--- src/sv/res_pkg.sv ---
// Package with the shared types and constants of the row edge search block.
package res_pkg;

    localparam int COL_W         = 9;
    localparam int ROW_WIDTH_DEF = 320;
    localparam int CFG_IDX_W     = 1;

    localparam logic [COL_W-1:0] SCAN_LOW_RST  = COL_W'(10);
    localparam logic [COL_W-1:0] SCAN_HIGH_RST = COL_W'(310);

    localparam logic [CFG_IDX_W-1:0] REG_SCAN_LOW  = CFG_IDX_W'(0);
    localparam logic [CFG_IDX_W-1:0] REG_SCAN_HIGH = CFG_IDX_W'(1);

    typedef struct packed {
        logic             pixel;
        logic [COL_W-1:0] start_col;
        logic             row_end;
    } in_t;

    typedef struct packed {
        logic [COL_W-1:0] right_edge;
        logic [COL_W-1:0] left_edge;
        logic             right_found;
        logic             left_found;
    } out_t;

    typedef struct packed {
        logic [COL_W-1:0] scan_low;
        logic [COL_W-1:0] scan_high;
    } cfg_t;

endpackage

--- src/sv/res_scan.sv ---
// Row state and edge search logic that works on one pixel per accepted transaction.
module res_scan #(
    parameter int ROW_WIDTH = res_pkg::ROW_WIDTH_DEF
) (
    input  logic         clk,
    input  logic         rst_n,
    input  logic         fire,
    input  res_pkg::in_t item,
    input  res_pkg::cfg_t cfg,
    output logic         emit,
    output res_pkg::out_t result
);
    import res_pkg::*;

    localparam int CNT_W = $clog2(ROW_WIDTH + 1);
    localparam int CMP_W = ((CNT_W > COL_W) ? CNT_W : COL_W) + 1;
    localparam logic [CNT_W-1:0] ROW_END_COL = CNT_W'(ROW_WIDTH);
    localparam logic [CMP_W-1:0] ONE_C       = CMP_W'(1);
    localparam logic [CMP_W-1:0] THREE_C     = CMP_W'(3);

    logic [CNT_W-1:0] col_reg, col_next;
    logic [2:0]       win_reg, win_next;
    logic [COL_W-1:0] right_hit_reg, right_hit_next;
    logic             right_seen_reg, right_seen_next;
    logic [COL_W-1:0] left_hit_reg, left_hit_next;
    logic             left_seen_reg, left_seen_next;

    logic             in_row;
    logic [2:0]       win_upd;
    logic [CMP_W-1:0] k_ext, k_m3, k_p1, start_ext, low_ext, high_ext;
    logic             r_cand, l_cand;
    logic             r_seen_now, l_seen_now;
    logic [COL_W-1:0] r_hit_now, l_hit_now;

    always_comb
    begin
        in_row    = col_reg < ROW_END_COL;
        win_upd   = {win_reg[1:0], item.pixel};
        k_ext     = CMP_W'(col_reg);
        k_m3      = k_ext - THREE_C;
        k_p1      = k_ext + ONE_C;
        start_ext = CMP_W'(item.start_col);
        low_ext   = CMP_W'(cfg.scan_low);
        high_ext  = CMP_W'(cfg.scan_high);

        r_cand = in_row && (win_upd == 3'b111) && !right_seen_reg && (k_ext >= THREE_C)
                 && (k_m3 >= start_ext) && (k_m3 < high_ext);
        l_cand = in_row && (win_upd == 3'b111) && (k_p1 <= start_ext) && (k_p1 > low_ext);

        r_seen_now = right_seen_reg | r_cand;
        r_hit_now  = r_cand ? k_m3[COL_W-1:0] : right_hit_reg;
        l_seen_now = left_seen_reg | l_cand;
        l_hit_now  = l_cand ? k_p1[COL_W-1:0] : left_hit_reg;

        emit = fire && item.row_end;

        result.right_found = r_seen_now;
        result.left_found  = l_seen_now;
        if (r_seen_now)
        begin
            result.right_edge = r_hit_now;
        end
        else
        begin
            result.right_edge = (item.start_col >= cfg.scan_high) ? item.start_col
                                                                  : cfg.scan_high;
        end
        if (l_seen_now)
        begin
            result.left_edge = l_hit_now;
        end
        else
        begin
            result.left_edge = (item.start_col <= cfg.scan_low) ? item.start_col
                                                                : cfg.scan_low;
        end

        col_next        = col_reg;
        win_next        = win_reg;
        right_hit_next  = right_hit_reg;
        right_seen_next = right_seen_reg;
        left_hit_next   = left_hit_reg;
        left_seen_next  = left_seen_reg;
        if (fire)
        begin
            if (item.row_end)
            begin
                col_next        = '0;
                win_next        = '0;
                right_hit_next  = '0;
                right_seen_next = 1'b0;
                left_hit_next   = '0;
                left_seen_next  = 1'b0;
            end
            else if (in_row)
            begin
                col_next        = col_reg + CNT_W'(1);
                win_next        = win_upd;
                right_hit_next  = r_hit_now;
                right_seen_next = r_seen_now;
                left_hit_next   = l_hit_now;
                left_seen_next  = l_seen_now;
            end
        end
    end

    always_ff @(posedge clk or negedge rst_n)
    begin
        if (!rst_n)
        begin
            col_reg        <= '0;
            win_reg        <= '0;
            right_hit_reg  <= '0;
            right_seen_reg <= 1'b0;
            left_hit_reg   <= '0;
            left_seen_reg  <= 1'b0;
        end
        else
        begin
            col_reg        <= col_next;
            win_reg        <= win_next;
            right_hit_reg  <= right_hit_next;
            right_seen_reg <= right_seen_next;
            left_hit_reg   <= left_hit_next;
            left_seen_reg  <= left_seen_next;
        end
    end

endmodule

--- src/sv/row_edge_search_top.sv ---
// Top level of the row edge search block: configuration registers and result register.
// The block takes one pixel transaction per clock and finds, for each image row, the
// first column right of the start column and the last column left of it that border
// three set pixels, limited by scan_low and scan_high. The result of a row appears in
// the output register in the cycle after its last pixel is accepted, and input is held
// off only while that result register is full and stalled.
module row_edge_search_top #(
    parameter int ROW_WIDTH = res_pkg::ROW_WIDTH_DEF
) (
    input  logic                             clk,
    input  logic                             rst_n,
    input  logic                             in_valid,
    output logic                             in_ready,
    input  res_pkg::in_t                     in_data,
    output logic                             out_valid,
    input  logic                             out_ready,
    output res_pkg::out_t                    out_data,
    input  logic                             cfg_we,
    input  logic [res_pkg::CFG_IDX_W-1:0]    cfg_index,
    input  logic [res_pkg::COL_W-1:0]        cfg_data
);
    import res_pkg::*;

    cfg_t cfg_reg, cfg_next;
    logic out_valid_reg, out_valid_next;
    out_t out_data_reg, out_data_next;
    logic fire, emit;
    out_t result;

    assign in_ready  = !out_valid_reg || out_ready;
    assign fire      = in_valid && in_ready;
    assign out_valid = out_valid_reg;
    assign out_data  = out_data_reg;

    res_scan #(
        .ROW_WIDTH(ROW_WIDTH)
    ) u_scan (
        .clk   (clk),
        .rst_n (rst_n),
        .fire  (fire),
        .item  (in_data),
        .cfg   (cfg_reg),
        .emit  (emit),
        .result(result)
    );

    always_comb
    begin
        cfg_next = cfg_reg;
        if (cfg_we)
        begin
            unique case (cfg_index)
                REG_SCAN_LOW:  cfg_next.scan_low  = cfg_data;
                REG_SCAN_HIGH: cfg_next.scan_high = cfg_data;
                default:       cfg_next = cfg_reg;
            endcase
        end

        out_valid_next = out_valid_reg;
        out_data_next  = out_data_reg;
        if (emit)
        begin
            out_valid_next = 1'b1;
            out_data_next  = result;
        end
        else if (out_ready)
        begin
            out_valid_next = 1'b0;
        end
    end

    always_ff @(posedge clk or negedge rst_n)
    begin
        if (!rst_n)
        begin
            cfg_reg.scan_low  <= SCAN_LOW_RST;
            cfg_reg.scan_high <= SCAN_HIGH_RST;
            out_valid_reg     <= 1'b0;
        end
        else
        begin
            cfg_reg       <= cfg_next;
            out_valid_reg <= out_valid_next;
        end
    end

    always_ff @(posedge clk)
    begin
        out_data_reg <= out_data_next;
    end

endmodule

--- config.mk ---
export PLATFORM = sky130hd
export DESIGN_NAME = row_edge_search_top
export DESIGN_NICKNAME = d
export VERILOG_FILES = /design/src/sv/res_pkg.sv /design/src/sv/res_scan.sv /design/src/sv/row_edge_search_top.sv
export SDC_FILE = /design/constraint.sdc
export NUM_CORES = 1
export LEC_CHECK = 0
export ABC_AREA = 0
export BUFFER_PORTS_ARGS = -buffer_cell sky130_fd_sc_hd__buf_2
export CORE_MARGIN = 5
export CORE_UTILIZATION = 60
export CTS_CLUSTER_SIZE = 40
export DETAILED_ROUTE_END_ITERATION = 7
export GPL_TIMING_DRIVEN = 0
export PLACE_DENSITY = 0.87
export SETUP_SLACK_MARGIN = 0.02
export SYNTH_ARGS = -nofsm -noshare
export SYNTH_HDL_FRONTEND = slang
export SYNTH_HIERARCHICAL = 1
export SYNTH_SLANG_ARGS = --single-unit
export TNS_END_PERCENT = 50
--- constraint.sdc ---
create_clock -name clk -period 3.6 [get_ports clk]
set_clock_uncertainty 0.15 [all_clocks]
set_input_delay 0 -clock clk [delete_from_list [all_inputs] [get_ports clk]]
set_output_delay 0 -clock clk [all_outputs]
set_load 0.02 [all_outputs]
==> summary.md, run 1 <==
| Metric | Value |
|---|---|
| Largest register FFs | 20 |
| Number of vias in the routed layout | roughly 4,200 |
| Crit Path Category | flop to flop |
| Routed WL | 14,100 um |
| Post-Synth Simple-Gate Area | 12.6% |
| Fraction of synthesized area in multiplexers | around 6.7% |
| Commonest cells after routing, fill and taps aside | 53 x buf_2, 48 x ha_1, 42 x dfrtp_1 |
| Slew Limit Headroom | 24.3% |
| Sequential fraction of the synthesis area | 39.7% |
| Largest net degree at the start of global routing | 51 |
| Tcrit/Tclk final | 100% |
| Post-synth EDFFs | 20 |
| Clock Tree Root | clkbuf_8 |
| Routed wire per std cell | about 22 um |
| Fmax | 0.277 GHz |
| Crit-path cells | and2_4, and4_4, and3_1, xor2_2, ha_1, a22o_1, nor4_2, o221ai_1, and3_1, buf_2, nand2_4, mux2_2 |
| Pre-Repair DR Iteration Count | 5 |
| Tot Pwr | between 2 and 3 mW |
| Synth cell types | 61 |
| Predominant post-synthesis flop cell | dfrtp_1 |
| Final Setup Violations | 2 |
| Share of layout cells above drive strength 1 | 28.7% |
| Met2 Use GR | 44.7% |
| Mapped Avg Cell Area | 10.4 um2 |
| Antenna viol nets, final | 0 |
| CTS tree | built |
| GRT Total Usage | about 28% |
| Crit start category | flop |
| Routability cong. | 0.936 |
| Synth Register Bits | 70 |
| Worst Setup End Kind | flop |
| NumNets Final | between 600 and 700 |
| VDD IR max | 324 uV |
| DP Wirelength | 9090 um |
| Number of H-tree levels | 3 |
| IO Count | 48 |
| Leak | 2.68 nW |
| Drt drc | 0 |
| Adder-Cell Fraction of Synth Area | approximately 14% |
| Min Clock Period, post-route | 3.61 ns |
| Clock Path Buffers | 2 |
| CP max stage cell | dfrtp_2 |
| Slew of the pin with the lowest slew margin | 1.14 ns |
| Slew Limit Fails | 0 |
| Die H | 98.4 um |
| GRT overflow | 0 |
| Fin. Hold Viols | 0 |
| Max stage delay on crit path | 0.44 ns |
| Clk sinks | 70 |
| XOR/XNOR Fraction of Synth Area | 2.43% |
| CP delay by family, top | simple AND/OR/NAND/NOR gates |
| Failing checks | negative setup slack |
| Syn nets | around 530 |
| Rows | 32 |
| Synth Cell Area | 4680 um2 |
| GR peak layer | met2 |
| Fillcell total | 460 |
| Buffers & Inverters on Critical Path | 1 |
| Placed cell areas | 5050 um2 |
| First-pass GRT wire length | 21,000 um |
| Starting DRC count in detailed routing | 382 |
| Max Cap Viol | 0 |
| Initial Util | roughly three fifths |
| Clock Latency Late Sink | between 0.3 and 0.4 ns |
| Vias per cell | 6.60 |
| Outcome | finished with violations |
| Port bufs | 47 |
| Post-synthesis compound-gate area fraction | 18.2% |
| Synthesized instance count | 449 |
| Hold Path Class | primary input to flop |
| Number of global-route vias before repair | 4,156 |
| CTS Buf Count | 9 |
| WP data arrival | 3.58 ns |
| CP most frequent cell | and3_1 |
| P per Cell Area | 522 nW/um2 |
| Final hold slack | 0.0194 ns |
| Clock slew at reported path FFs | 0.08 ns |
| Die area | 9670 um2 |
| Placed Cells incl. Taps | between 500 and 600 |
| Die width | 98.4 um |
| Antenna cells | 0 |
| Area growth syn-to-layout | 22.6% |
| Commonest non-fill, non-tap cell in the layout | buf_2 |
| Non-filler cells, final | 643 |
| Initial antenna violation count | 0 |
| Main combinational cell family by area after synthesis | compound AO/OA/AOI/OAI gates |
| GR Util met1 | 35.0% |
| Worst EP required | about 3.6 ns |
| Setup WS post-layout | -0.0141 ns |
| Ys async rst share | 71.4% |
| Synth Warn # | 6 |
| Crit-path max FO | 8 |
| Met3 Track Usage GR | 6.93% |
| Design area | 5740 um2 |
| Core ar. | around 7600 um2 |
-- path summary, 6_finish.rpt --
check	startpoint	end	slack, ns	cells after the start
min reg2reg	u_scan/right_hit_reg[7]$_DFFE_PN0P_	u_scan/right_hit_reg[7]$_DFFE_PN0P_	0.33	1
max in group asynchronous	rst_n	u_scan/col_reg[0]$_DFFE_PN0P_	2.29	2
max reg2reg	u_scan/col_reg[0]$_DFFE_PN0P_	out_data[7]$_DFFE_PP_	-0.01	12
min in group asynchronous	rst_n	cfg_reg[17]$_DFFE_PN0P_	0.25	2
min	cfg_index	cfg_reg[2]$_DFFE_PN1P_	0.02	3
max	u_scan/col_reg[0]$_DFFE_PN0P_	out_data[7]$_DFFE_PP_	-0.01	12
-- logic make-up after synthesis --
family | count (synthesis)
and+or+nand+nor | 109
adders and majority gates | 52
DFF | 70
muxes | 25
xor gates and xnor gates | 13
buffers and inverters | 64
AOI/OAI and AO/OA | 116
-- layout make-up --
type	instances	area, um2	area share (%)
clock inverters	6	133	2.31
clock buffers	10	128	2.22
repair buffers	76	488	8.50
flip-flops and latches	70	1860	32.4
plain buffers	22	150	2.61
inverters	42	158	2.75
well taps	102	128	2.22
multi-input cells	315	2700	47.0
-- tightest hold or removal path, stage by stage --
cell,delay [ns]
buf_2,0.11
nand2_2,0.19
mux2_2,0.19
-- where the power goes --
group	leakage (nW)	internal, mW	total, mW	switching (mW)
registers	0.830	0.914	0.965	0.0514
clock network	0.129	0.531	0.841	0.310
logic	1.73	0.504	1.19	0.685
-- through the flow --
| step | util (%) | worst slack, ns | setup TNS [ns] |
|---|---|---|---|
| 3_5_place_dp | 66.0 | -0.460 | -9.89 |
| 3_3_place_gp | 66.0 | -0.383 | -9.10 |
| 5_1_grt | 75.1 | -0.0290 | -0.0418 |
| 6_report | 75.1 | -0.0141 | -0.0235 |
| 2_1_floorplan | - | 0.268 | 0 |
| 4_1_cts | 72.2 | -0.0121 | -0.0121 |
-- what timing repair did --
action,CTS,global route
resized for setup,8,24
pin swaps,0,7
hold endpoints to repair,65,0
setup buffers,3,11
setup endpoints to repair,40,38
hold buffers,15,0
-- Yosys cell counts, types with 7 or more instances --
master     number  share of area, %
a211oi_1        8               1.3
a21oi_1        18               1.9
and2_1         11               1.5
buf_2           7              0.75
dfrtp_1        43                23
dfstp_2         7               3.9
edfxtp_1       20                13
ha_1           52                14
inv_1          42               3.4
mux2_2         14               3.4
mux2_4          9               2.9
nand2_1        28               2.2
nand2b_1       12               1.6
nand3_1         7              0.75
nor2_1         16               1.3
nor3_1          7              0.75
o21ai_0        23               2.5
o221ai_1        7               1.3
o2bb2ai_1      14               2.6
xnor2_1         8               1.5
-- layer usage --
metal  vias up  routed length [um]  share of wire, %
met5         -                   0                 0
li1       1823                   -                 -
met3        90                1360               9.6
met1      2035                5410                38
met2       299                6550                46
met4         0                 809               5.7
Note: power is estimated with default switching activity, not from simulation.
==> run 2: changes to the inputs <==
SYNTH_HIERARCHICAL = unset   (was 1)
==> run 2 against run 1 <==
Net effect:
- the flow now finishes without violations
- sequential cell count unchanged
- area after synthesis up 2.4%
- total power down 21%
- final area down 0.57%
- die area up 2.2%
- clock power down 22%
- cell count up 4.8%
- critical path type unchanged
==> summary.md, run 2 <==
| Metric | Value |
|---|---|
| Outcome | finished clean |
| Largest register FFs | 20 (unchanged) |
| Synth area leaders | dfrtp_1 22%, ha_1 14%, edfxtp_1 13%, mux2_2 5.9%, mux2i_1 4.2% |
| Routed wire per std cell | 20.6 um (-6.3%) |
| NumNets Final | 645 (+5.0%) |
| Crit-path max FO | 10 (+2) |
| Pre-Repair DR Iteration Count | 7 (+2) |
| Clock Path Buffers | 2 (unchanged) |
| Number of cells on the worst hold path | 5 (+2) |
| CTS Buf Count | 9 (unchanged) |
| Die width | 99.4 um (+1.1%) |
| Synth Register Bits | 70 (unchanged) |
| Max Cap Viol | 0 (unchanged) |
| Drt drc | 0 (unchanged) |
| Ys async rst share | 71.4% (unchanged) |
| Largest net degree at the start of global routing | 51 (unchanged) |
| Tot Pwr | 2.36 mW (-21%) |
| Worst EP required | 3.56 ns (about the same) |
| Number of vias in the routed layout | 4,398 (+3.6%) |
| GRT Total Usage | 28.0% (+0.28 points) |
| Core ar. | 7770 um2 (+1.6%) |
| Hold Path Class | primary input to flop |
| Area growth syn-to-layout | 19.0% |
| Die area | 9880 um2 (+2.2%) |
| Sequential fraction of the synthesis area | 38.8% (-0.94 points) |
| First-pass GRT wire length | 21,700 um (+2.9%) |
| Number of global-route vias before repair | 4,365 (+5.0%) |
| Routed WL | 13,900 um (-1.8%) |
| CTS tree | built |
| Tcrit/Tclk final | 99.1% (-1.3 points) |
| Clk sinks | 70 (unchanged) |
| Rows | 32 (unchanged) |
| Synth Cell Area | 4800 um2 (+2.4%) |
| Hold Crit Start | cfg_index |
| Worst Setup End Kind | flop |
| Final Setup Violations | 0 (-2) |
| Post-synth top cells | 52 x ha_1, 51 x nand2_1, 45 x inv_1, 43 x dfrtp_1, 25 x mux2_2 |
| Commonest cells after routing, fill and taps aside | 51 x nand2_1, 51 x ha_1, 49 x buf_2 |
| RR Endpoint | out_data[12]$_DFFE_PP_ |
| VDD IR max | 307 uV (-5.1%) |
| Leak | 2.65 nW (-1.3%) |
| Port bufs | 47 (unchanged) |
| Max stage delay on crit path | 0.53 ns (+0.09 ns) |
| Synth Warn # | 0 (-6) |
| Reg2reg setup slack | 0.03 ns (+0.05 ns) |
| Clock Latency Late Sink | 0.37 ns (about the same) |
| P per Cell Area | 414 nW/um2 (-21%) |
| WP data arrival | 3.53 ns (-0.05 ns) |
| Slew Limit Fails | 0 (unchanged) |
| GRT overflow | 0 (unchanged) |
| IO Count | 48 (unchanged) |
| Routability cong. | 0.924 (-1.3%) |
| Slew of the pin with the lowest slew margin | 1.15 ns (+0.0180 ns) |
| Mapped Avg Cell Area | 9.81 um2 (-5.9%) |
| Slew Limit Headroom | 23.1% (-1.2 points) |
| Clock slew at reported path FFs | 0.08 ns (about the same) |
| Predominant post-synthesis flop cell | dfrtp_1 |
| Initial Util | 61.8% (+0.52 points) |
| Synthesized instance count | 489 (+8.9%) |
| DP Wirelength | 9530 um (+4.8%) |
| Crit-path cells | clkbuf_4, or4_4, or3_4, nor2_4, xor2_2, ha_1, buf_4, a22oi_1, o2111a_2, buf_6, a21oi_1, a32o_1 |
| Min Clock Period, post-route | 3.57 ns (-0.0462 ns) |
| Post-synth EDFFs | 20 (unchanged) |
| Worst R2R Path Depth | 12 (unchanged) |
| Antenna viol nets, final | 0 (unchanged) |
| Antenna cells | 0 (unchanged) |
| Buffers & Inverters on Critical Path | 3 (+2) |
| RSZ-0062 raised after global routing | yes |
| Final hold slack | 0.00347 ns (-0.0160 ns) |
| Die H | 99.4 um (+1.1%) |
| Crit Path Category | flop to flop |
| Fmax | 0.280 GHz (+1.3%) |
| Fillcell total | 526 (+14%) |
| CP max stage cell | or4_4 |
| Fin. Hold Viols | 0 (unchanged) |
| Critical R2R Launch | u_scan.col_reg[2]$_DFFE_PN0P_ |
| Clock Tree Root | clkbuf_8 |
| CP delay by family, top | simple AND/OR/NAND/NOR gates |
| Count leader, synth | ha_1 |
| Post-synth top area share | 22.4% (-0.55 points) |
| Number of H-tree levels | 3 (unchanged) |
| Starting DRC count in detailed routing | 574 (+50%) |
| Crit start category | flop |
| Syn nets | 567 (+7.6%) |
| Largest area contributor in the netlist | dfrtp_1 |
| Hold EP | cfg_reg[17]$_DFFE_PN0P_ |
| Share of layout cells above drive strength 1 | 24.1% (-4.5 points) |
| Worst Setup SP | u_scan.col_reg[2]$_DFFE_PN0P_ |
| Vias per cell | 6.53 (-1.2%) |
| Synth cell types | 48 (-21%) |
| Initial antenna violation count | 0 (unchanged) |
==> run 2: layout make-up <==
class / instances / area, um2 / share of cell area, %
flip-flops and latches: 70 / 1860 / 32.6
repair buffers: 72 / 460 / 8.06
multi-input cells: 347 / 2780 / 48.7
inverters: 45 / 169 / 2.96
clock buffers: 12 / 145 / 2.54
clock inverters: 4 / 46.3 / 0.811
well taps: 102 / 128 / 2.23
plain buffers: 22 / 116 / 2.04
==> run 2: tightest hold or removal path: cells and delay by family <==
kind	cells	cell delay, ns
simple gates	2	0.14
buf+inv	2	0.27
compound gates	1	0.07
==> run 2: metrics by stage <==
| stage | TNS (ns) | utilization (%) | cells | setup WS (ns) | instance area, um2 |
|---|---|---|---|---|---|
| after global placement | -9.72 | 66.4 | 638 | -0.498 | 5160 |
| after detailed placement | -11.92 | 66.4 | 638 | -0.583 | 5160 |
| after floorplan | 0 | - | 489 | 0.258 | 4800 |
| after CTS | 0 | 71.6 | 670 | 0.0170 | 5570 |
| final | 0 | 73.5 | 674 | 0.0321 | 5710 |
| after global routing | -0.423 | 73.5 | 674 | -0.0564 | 5710 |
==> run 2: cells by family after synthesis <==
logic type	after synthesis	synth area share [%]
AND/OR/NAND/NOR	116	11.6
flip-flops	70	38.8
multiplexers	45	10.0
adder cells (fa/ha/maj)	52	13.6
AO/OA/AOI/OAI	121	17.6
buffers and inverters	72	6.05
XOR/XNOR	13	2.37
==> run 2: how the worst max path moves through the flow <==
stage                              to  slack (ns)  depth (start not counted)
2_1_floorplan   out_data[6]$_DFFE_PP_        0.26                         12
3_3_place_gp    out_data[4]$_DFFE_PP_       -0.50                         13
6_report       out_data[12]$_DFFE_PP_        0.03                         12
3_5_place_dp    out_data[6]$_DFFE_PP_       -0.58                         13
5_1_grt        out_data[12]$_DFFE_PP_       -0.06                         12
4_1_cts        out_data[19]$_DFFE_PP_        0.02                         12
==> run 2: layer usage <==
metal,GRT usage (%),wire length (um),vias to the layer above,part of all wire (%)
li1,-,-,1929,-
met1,34.6,5350,2108,39
met2,44.1,6400,286,46
met3,9.47,1490,75,11
met4,13.6,640,0,4.6
met5,0,0,-,0
==> run 2: report_power, final <==
part | switching, mW | total, mW | internal, mW
Clock | 0.314 | 0.652 | 0.338
Combinational | 0.451 | 0.777 | 0.326
Sequential | 0.0352 | 0.933 | 0.898
Total | 0.801 | 2.36 | 1.56
==> run 2: repair_timing <==
item	CTS	global route
resized for setup	10	28
endpoints found under the setup margin	40	37
endpoints found under the hold margin	64	0
hold buffers	15	0
setup buffers	3	7
pin swaps	1	3
